==> config.mk <==
export PLATFORM = sky130hd
export DESIGN_NAME = fir_filter_24bit_saturating
export DESIGN_NICKNAME = d
export VERILOG_FILES = /design/src/rtl/fir24_pkg.sv /design/src/rtl/fir24_delay_mem.sv /design/src/rtl/fir24_mac.sv /design/src/rtl/fir_filter_24bit_saturating.sv
export SDC_FILE = /design/constraint.sdc
export NUM_CORES = 2
export LEC_CHECK = 0
export BUFFER_PORTS_ARGS = -buffer_cell sky130_fd_sc_hd__buf_2
export CORE_MARGIN = 5
export CORE_UTILIZATION = 42
export DETAILED_ROUTE_END_ITERATION = 10
export GPL_TIMING_DRIVEN = 0
export PLACE_DENSITY_LB_ADDON = 0.25
export SLEW_MARGIN = 10
export SYNTH_ARGS = -nofsm -noshare
export SYNTH_HDL_FRONTEND = slang
export SYNTH_SLANG_ARGS = --single-unit
==> constraint.sdc <==
create_clock -name aclk -period 11.4 [get_ports aclk]
set_input_delay 1.71 -clock aclk [delete_from_list [all_inputs] [get_ports aclk]]
set_output_delay 1.71 -clock aclk [all_outputs]
set_load 0.01 [all_outputs]
==> src/rtl/fir24_pkg.sv <==
`timescale 1ns / 1ps

package fir24_pkg;

    // Filter geometry
    localparam int TAP_COUNT   = 63;
    localparam int SAMPLE_BITS = 24;
    localparam int COEF_BITS   = 32;

    // Delay line holds every tap but the current sample
    localparam int DEPTH     = TAP_COUNT - 1;
    localparam int ADDR_BITS = (DEPTH > 1) ? $clog2(DEPTH) : 1;
    // Tap age counter, also reaches DEPTH itself
    localparam int K_BITS    = $clog2(DEPTH + 1);

    // Arithmetic widths
    localparam int PROD_BITS = SAMPLE_BITS + COEF_BITS;
    localparam int ACC_BITS  = 64;
    localparam int FRAC_BITS = COEF_BITS - 1;

    // Saturation limits and the bias that makes the shift round toward zero
    localparam logic signed [ACC_BITS-1:0] SAT_HI =
        {{(ACC_BITS - SAMPLE_BITS + 1){1'b0}}, {(SAMPLE_BITS - 1){1'b1}}};
    localparam logic signed [ACC_BITS-1:0] SAT_LO = ~SAT_HI;
    localparam logic [ACC_BITS-1:0] TRUNC_BIAS =
        {{(ACC_BITS - FRAC_BITS){1'b0}}, {FRAC_BITS{1'b1}}};

    // Coefficient ROM, signed Q1.31; entry 0 weights the oldest sample
    localparam int ROM_SIZE     = 63;
    localparam int ROM_IDX_BITS = $clog2(ROM_SIZE);
    localparam int COEF_ROM [ROM_SIZE] = '{
        0, 320, 1319, 3017, 5379, 8317, 11684, 15280,
        18850, 22095, 24671, 26203, 26289, 24517, 20472, 13754,
        3990, -9149, -25930, -46546, -71095, -99566, -131825, -167601,
        -206478, -247878, -291066, -335141, -379040, -421542, -461285, -496774,
        -526407, -548498, -561312, -563094, -552119, -526727, -485377, -426696,
        -349530, -252999, -136548, 0, 156399, 331934, 525385, 734994,
        958449, 1192866, 1434792, 1680215, 1924590, 2162877, 2389594, 2598883,
        2784592, 2940373, 3059782, 3136407, 3163995, 3136589, 0
    };

    // Control that travels with each tap through the MAC pipeline
    typedef struct packed {
        logic valid;
        logic first;
        logic last;
    } mac_ctrl_t;

    // Coefficient lookup; taps past the ROM weigh zero
    function automatic logic signed [COEF_BITS-1:0] coef_at(input logic [K_BITS-1:0] idx);
        logic signed [COEF_BITS-1:0] c;
        c = '0;
        if (int'(idx) < ROM_SIZE) begin
            c = COEF_BITS'(COEF_ROM[ROM_IDX_BITS'(idx)]);
        end
        return c;
    endfunction

endpackage

==> src/rtl/fir24_delay_mem.sv <==
`timescale 1ns / 1ps

// Circular delay-line storage, one write and one registered read per cycle
module fir24_delay_mem (
    input  logic                                 aclk,
    input  logic                                 wr_en,
    input  logic [fir24_pkg::ADDR_BITS-1:0]      wr_addr,
    input  logic [fir24_pkg::SAMPLE_BITS-1:0]    wr_data,
    input  logic                                 rd_en,
    input  logic [fir24_pkg::ADDR_BITS-1:0]      rd_addr,
    output logic [fir24_pkg::SAMPLE_BITS-1:0]    rd_data
);

    logic [fir24_pkg::SAMPLE_BITS-1:0] ram_reg [fir24_pkg::DEPTH];
    logic [fir24_pkg::SAMPLE_BITS-1:0] rd_data_reg;

    // Write port
    always_ff @(posedge aclk) begin
        if (wr_en) begin
            ram_reg[wr_addr] <= wr_data;
        end
    end

    // Read port, registered
    always_ff @(posedge aclk) begin
        if (rd_en) begin
            rd_data_reg <= ram_reg[rd_addr];
        end
    end

    assign rd_data = rd_data_reg;

endmodule

==> src/rtl/fir24_mac.sv <==
`timescale 1ns / 1ps

// Shared multiply-accumulate: multiply, accumulate, then scale and clamp
module fir24_mac (
    input  logic                                        aclk,
    input  logic                                        aresetn,
    input  fir24_pkg::mac_ctrl_t                        ctrl_i,
    input  logic signed [fir24_pkg::SAMPLE_BITS-1:0]    sample_i,
    input  logic signed [fir24_pkg::COEF_BITS-1:0]      coef_i,
    output logic                                        done_o,
    output logic [fir24_pkg::SAMPLE_BITS-1:0]           y_o
);

    localparam int PB = fir24_pkg::PROD_BITS;
    localparam int AB = fir24_pkg::ACC_BITS;

    fir24_pkg::mac_ctrl_t ctrl_a_reg, ctrl_b_reg;
    logic signed [PB-1:0] prod_reg;
    logic signed [PB-1:0] prod_next;
    logic signed [AB-1:0] acc_reg;
    logic signed [AB-1:0] acc_next;
    logic signed [AB-1:0] prod_ext;
    logic signed [AB-1:0] biased;
    logic signed [AB-1:0] quot;
    logic        [fir24_pkg::SAMPLE_BITS-1:0] y_next;
    logic        [fir24_pkg::SAMPLE_BITS-1:0] y_reg;
    logic        done_reg;

    // Stage A: product
    assign prod_next = sample_i * coef_i;

    // Stage B: running sum, restarted on the first tap
    assign prod_ext = {{(AB - PB){prod_reg[PB-1]}}, prod_reg};
    assign acc_next = ctrl_a_reg.first ? prod_ext : acc_reg + prod_ext;

    // Stage C: divide by 2^FRAC toward zero, then clamp
    always_comb begin
        biased = acc_reg;
        if (acc_reg[AB-1]) begin
            biased = acc_reg + fir24_pkg::TRUNC_BIAS;
        end
        quot = biased >>> fir24_pkg::FRAC_BITS;
        if (quot > fir24_pkg::SAT_HI) begin
            y_next = fir24_pkg::SAT_HI[fir24_pkg::SAMPLE_BITS-1:0];
        end else if (quot < fir24_pkg::SAT_LO) begin
            y_next = fir24_pkg::SAT_LO[fir24_pkg::SAMPLE_BITS-1:0];
        end else begin
            y_next = quot[fir24_pkg::SAMPLE_BITS-1:0];
        end
    end

    // Control pipeline
    always_ff @(posedge aclk) begin
        if (!aresetn) begin
            ctrl_a_reg <= '0;
            ctrl_b_reg <= '0;
            done_reg   <= 1'b0;
        end else begin
            ctrl_a_reg <= ctrl_i;
            ctrl_b_reg <= ctrl_a_reg;
            done_reg   <= ctrl_b_reg.valid && ctrl_b_reg.last;
        end
    end

    // Datapath registers
    always_ff @(posedge aclk) begin
        if (ctrl_i.valid) begin
            prod_reg <= prod_next;
        end
        if (ctrl_a_reg.valid) begin
            acc_reg <= acc_next;
        end
        if (ctrl_b_reg.valid && ctrl_b_reg.last) begin
            y_reg <= y_next;
        end
    end

    assign done_o = done_reg;
    assign y_o    = y_reg;

endmodule

==> src/rtl/fir_filter_24bit_saturating.sv <==
`timescale 1ns / 1ps

// Channel   Ports                              Width  Role
// s_        s_valid s_ready s_sample_in        24     raw sample in
// m_        m_valid m_ready m_sample_out       24     filtered or raw sample out
// cfg_      cfg_valid cfg_ready cfg_data       1      filter_select write
//
// A sample passes from its input beat through the tap pass (one MAC per tap,
// each older tap fetched from the single read port of the delay-line RAM, the
// current sample taken from its input register), the drain of the MAC pipeline
// and scale/clamp stage, the load of the output register and a return to idle.
// One sample is in work at a time.
// Reset clears the pointer and fill count; unwritten taps read as zero.
// A result waiting in the output register holds off the next write-back only.
module fir_filter_24bit_saturating (
    input  logic                                aclk,
    input  logic                                aresetn,
    input  logic                                s_valid,
    output logic                                s_ready,
    input  logic [fir24_pkg::SAMPLE_BITS-1:0]   s_sample_in,
    output logic                                m_valid,
    input  logic                                m_ready,
    output logic [fir24_pkg::SAMPLE_BITS-1:0]   m_sample_out,
    input  logic                                cfg_valid,
    output logic                                cfg_ready,
    input  logic                                cfg_data
);

    localparam int SB = fir24_pkg::SAMPLE_BITS;
    localparam int KB = fir24_pkg::K_BITS;
    localparam int AW = fir24_pkg::ADDR_BITS;
    localparam int SUM_BITS = KB + 1;
    localparam logic [KB-1:0] K_DEPTH = KB'(fir24_pkg::DEPTH);

    typedef enum logic [1:0] {
        ST_IDLE,
        ST_RUN,
        ST_DRAIN,
        ST_OUT
    } state_t;

    state_t               state_reg;
    logic                 filter_select_reg;
    logic [SB-1:0]        x_reg;
    logic [KB-1:0]        k_reg;
    logic [AW-1:0]        wp_reg;
    logic [KB-1:0]        fill_reg;
    logic                 m_valid_reg;
    logic [SB-1:0]        m_data_reg;

    // Issue-stage registers traveling beside the RAM read
    fir24_pkg::mac_ctrl_t             ctrl1_reg;
    logic                             cur1_reg;
    logic                             zero1_reg;
    logic signed [fir24_pkg::COEF_BITS-1:0] coef1_reg;

    logic [SUM_BITS-1:0]  addr_sum;
    logic [AW-1:0]        rd_addr;
    logic                 rd_en;
    logic                 wr_en;
    logic [SB-1:0]        rd_data;
    logic signed [SB-1:0] mac_sample;
    logic                 mac_done;
    logic [SB-1:0]        mac_y;
    logic                 out_free;
    logic [AW-1:0]        wp_next;

    assign s_ready   = (state_reg == ST_IDLE);
    assign cfg_ready = 1'b1;
    assign out_free  = !m_valid_reg || m_ready;
    assign wr_en     = (state_reg == ST_OUT) && out_free;
    assign rd_en     = (state_reg == ST_RUN) && (k_reg != '0);

    // Address of the sample k beats old: wp - k modulo DEPTH
    always_comb begin
        addr_sum = SUM_BITS'(wp_reg) + SUM_BITS'(K_DEPTH) - SUM_BITS'(k_reg);
        if (addr_sum >= SUM_BITS'(K_DEPTH)) begin
            addr_sum = addr_sum - SUM_BITS'(K_DEPTH);
        end
        rd_addr = addr_sum[AW-1:0];
    end

    // Write pointer wrap
    always_comb begin
        wp_next = wp_reg + AW'(1);
        if (wp_reg == AW'(fir24_pkg::DEPTH - 1)) begin
            wp_next = '0;
        end
    end

    // Tap operand: current sample, zero for never-written taps, or RAM data
    always_comb begin
        if (cur1_reg) begin
            mac_sample = x_reg;
        end else if (zero1_reg) begin
            mac_sample = '0;
        end else begin
            mac_sample = rd_data;
        end
    end

    // Configuration register
    always_ff @(posedge aclk) begin
        if (!aresetn) begin
            filter_select_reg <= 1'b0;
        end else if (cfg_valid && cfg_ready) begin
            filter_select_reg <= cfg_data;
        end
    end

    // Sequencer: state and registered outputs
    always_ff @(posedge aclk) begin
        if (!aresetn) begin
            state_reg   <= ST_IDLE;
            k_reg       <= '0;
            wp_reg      <= '0;
            fill_reg    <= '0;
            m_valid_reg <= 1'b0;
            ctrl1_reg   <= '0;
            cur1_reg    <= 1'b0;
            zero1_reg   <= 1'b0;
        end else begin
            ctrl1_reg.valid <= (state_reg == ST_RUN);
            ctrl1_reg.first <= (state_reg == ST_RUN) && (k_reg == K_DEPTH);
            ctrl1_reg.last  <= (state_reg == ST_RUN) && (k_reg == '0);
            if (m_valid_reg && m_ready && !wr_en) begin
                m_valid_reg <= 1'b0;
            end
            unique case (state_reg)
                ST_IDLE: begin
                    if (s_valid) begin
                        k_reg     <= K_DEPTH;
                        state_reg <= ST_RUN;
                    end
                end
                ST_RUN: begin
                    cur1_reg        <= (k_reg == '0);
                    zero1_reg       <= (k_reg > fill_reg);
                    k_reg           <= k_reg - KB'(1);
                    if (k_reg == '0) begin
                        state_reg <= ST_DRAIN;
                    end
                end
                ST_DRAIN: begin
                    if (mac_done) begin
                        state_reg <= ST_OUT;
                    end
                end
                ST_OUT: begin
                    if (out_free) begin
                        m_valid_reg <= 1'b1;
                        wp_reg      <= wp_next;
                        if (fill_reg != K_DEPTH) begin
                            fill_reg <= fill_reg + KB'(1);
                        end
                        state_reg <= ST_IDLE;
                    end
                end
                default: begin
                    state_reg <= ST_IDLE;
                end
            endcase
        end
    end

    // Payload registers
    always_ff @(posedge aclk) begin
        if (s_valid && s_ready) begin
            x_reg <= s_sample_in;
        end
        if (state_reg == ST_RUN) begin
            coef1_reg <= fir24_pkg::coef_at(K_DEPTH - k_reg);
        end
        if (wr_en) begin
            m_data_reg <= filter_select_reg ? mac_y : x_reg;
        end
    end

    fir24_delay_mem u_mem (
        .aclk    (aclk),
        .wr_en   (wr_en),
        .wr_addr (wp_reg),
        .wr_data (x_reg),
        .rd_en   (rd_en),
        .rd_addr (rd_addr),
        .rd_data (rd_data)
    );

    fir24_mac u_mac (
        .aclk     (aclk),
        .aresetn  (aresetn),
        .ctrl_i   (ctrl1_reg),
        .sample_i (mac_sample),
        .coef_i   (coef1_reg),
        .done_o   (mac_done),
        .y_o      (mac_y)
    );

    assign m_valid      = m_valid_reg;
    assign m_sample_out = m_data_reg;

endmodule

==> summary.txt <==
Placed design
  • Placed cell count: between 10000 and 15000
  • Detailed placer's ending HPWL: about 260000 um
  • Buffers on Ports: 55
  • Gpl congestion: a little under 1

Floorplan
  • CORE AREA: roughly 240000 sq um
  • Width of the die: 505 um
  • Initial Utilization: 0.422
  • Row count: about 180
  • Die area: ~250000 sq um
  • Chip Height: between 500 and 600 um
  • IO Count: 57

Global routing
  • Antenna violations before repair: 22
  • First-pass GRT wire length: 498000 um
  • Grt total ovfl: 0
  • Vias in the first global route: approximately 73000
  • GRT Util Overall: 0.265
  • Largest net degree at the start of global routing: 57

Timing
  • Highest Clock Rate: about 94 MHz
  • Skew final: 0.0958 ns
  • Final slew viol count: 0
  • Final Cycle Share: 0.935
  • Rel. slew slack: 0.0449
  • RSZ-0062 raised after global routing: false
  • Final setup viols: 0
  • Fin. Hold Viols: 0
  • Minimum clock period: ~11 ns
  • Worst Tran Pin Value: roughly 1.4 ns

Critical path
  • Worst path bufs/invs: 7
  • Critical-path maximum fanout: 10
  • Worst EP arrival: between 10 and 15 ns
  • Slowest stage delay, CP: 0.63 ns
  • Critical Path Slowest Stage Cell: o311ai_0
  • Startpoint class of the critical path: flip-flop
  • Cell mode on critical path: fa_1
  • Crit Path Class: reg2reg
  • WP data required: around 12 ns
  • Crit path max-delay family: adder cells
  • Crit. End Element: flip-flop

Synthesis
  • Top cells by area, synth: edfxtp_1 50%, fa_1 12%, mux2_2 4.2%, mux2i_1 4.0%, nand2_1 3.7%
  • Synth Register Bits: 1760
  • Number of distinct library cells after synthesis: 86
  • Cell count after synthesis: approximately 8400
  • Yosys warns: 0
  • EDFF count, synth: ~1700
  • Async SR Flop Fraction: 0
  • Synth Cell Area: between 100000 and 150000 sq um
  • Total nets after synthesis: 9300
  • Ys flop type: edfxtp_1
  • Yosys top cell area share: 0.504
  • Sequential fraction of the synthesis area: 0.511
  • Post-Syn Area per Cell: between 10 and 15 sq um
  • Area leader, netlist: edfxtp_1

Route
  • Number of remaining DRC errors: 0
  • Vias per cell: roughly 6
  • DR WL/cell: between 20 and 30 um
  • Routed Antenna Nets: 0
  • Post-Route WL: between 300000 and 400000 um
  • Initial DRC count: 7667
  • DRT Pass-1 Iters: 7
  • Vias: around 72000

Clock tree
  • Clk buf depth: 3
  • Post-CTS Hold Buffers: 0
  • Post-CTS Setup Bufs: 0
  • CTS buffer count: 189
  • Post_cts resized: 0
  • Clock Latency Late Sink: 0.87 ns
  • Root Buffer: clkbuf_16
  • TritonCTS Sinks: roughly 1800
  • Htree depth: 4
  • CTS tree: done
  • Clock-pin transition on the worst setup and hold timing paths: around 0.060 ns

Cells and area
  • Non-filler cells, final: roughly 12000
  • Max reg flops: between 1000 and 1500
  • Most frequent cells in the layout: 1727 x edfxtp_1, 1015 x nand2_1, 645 x inv_1
  • Fraction of layout cells with a size suffix above 1: 0.121
  • Fin nets: 9695
  • Most common cell after layout, fill and taps aside: edfxtp_1
  • Synthesis-to-finish area growth: 13.7%

Flow run
  • Max-Cap Viols: 0

Run status
  • Status: completed

Hold path
  • Worst min-delay path class: reg2reg
[worst register-to-register path: cells and delay by family, from the launching register on]
kind,cells,cell delay (ns)
buf+inv,7,1.73
simple gates,5,1.03
fa+ha+maj,8,4.00
flops,1,0.32
compound gates,8,3.31
[routing by layer]
metal / global-route usage / part of all wire / vias to the layer above
met5: 0 / 0.000049 / -
li1: - / - / 31064
met3: 0.0400 / 0.076 / 799
met4: 0.144 / 0.064 / 2
met2: 0.435 / 0.47 / 3466
met1: 0.339 / 0.39 / 36517
[worst paths after layout]
path                            slack [ns]                  end  depth (start not counted)                start
worst max-delay path                  0.74   u_mac.prod_reg[53]                         28             cur1_reg
worst min-delay path                  0.44  u_mac.ctrl_b_reg[0]                          1  u_mac.ctrl_a_reg[0]
worst max register to register        0.74   u_mac.prod_reg[53]                         28             cur1_reg
worst min register to register        0.44  u_mac.ctrl_b_reg[0]                          1  u_mac.ctrl_a_reg[0]
[layout make-up]
cell class,instances,area (sq um)
repair buffers,204,3150
flip-flops and latches,1760,52500
diodes,8,20.0
clock inverters,131,1590
clock buffers,222,4900
well taps,3202,4010
multi-input cells,5480,46300
inverters,650,2440
fillers,21433,126000
plain buffers,529,2050
[per-stage QoR]
| stage | TNS, ns | setup slack [ns] | instance area, sq um | hold slack (ns) | util |
|---|---|---|---|---|---|
| final | 0 | 0.740 | 117000 | 0.436 | 0.480 |
| after global routing | 0 | 0.0990 | 117000 | 0.474 | 0.480 |
| after CTS | 0 | 0.723 | 117000 | 0.438 | 0.480 |
| after detailed placement | 0 | 0.810 | 110000 | 0.424 | 0.454 |
| after global placement | -10.86 | -0.981 | 107000 | 0.420 | 0.440 |
| after floorplan | 0 | 3.16 | 103000 | 0.412 | - |
[logic make-up after synthesis]
family | count (synthesis) | share of synthesized area
buffers and inverters | 1179 | 0.0436
flip-flops | 1760 | 0.511
AO/OA/AOI/OAI | 1665 | 0.0991
XOR/XNOR | 152 | 0.0130
multiplexers | 878 | 0.101
adder cells (fa/ha/maj) | 851 | 0.148
other | 1 | 0.0000365
AND/OR/NAND/NOR | 1933 | 0.0848
[Yosys cell counts, types with 57 or more instances]
library cell and number:
o211ai_1 149, inv_1 645, fa_1 609, nor2b_1 84, nand3_1 130, a211oi_1 65
buf_1 72, o22ai_1 118, xnor2_1 94, mux2_2 380, o21ai_0 643, nor2_1 254
a21o_1 64, edfxtp_1 1727, nor3_1 78, a21oi_1 308, mux2i_1 411, ha_1 242
and2_1 228, nand2_1 1015, xor2_1 57, mux4_2 87, clkbuf_1 424
Power is not shown: default switching activity piles up to over one toggle a cycle in this logic, so the estimate is an artifact.
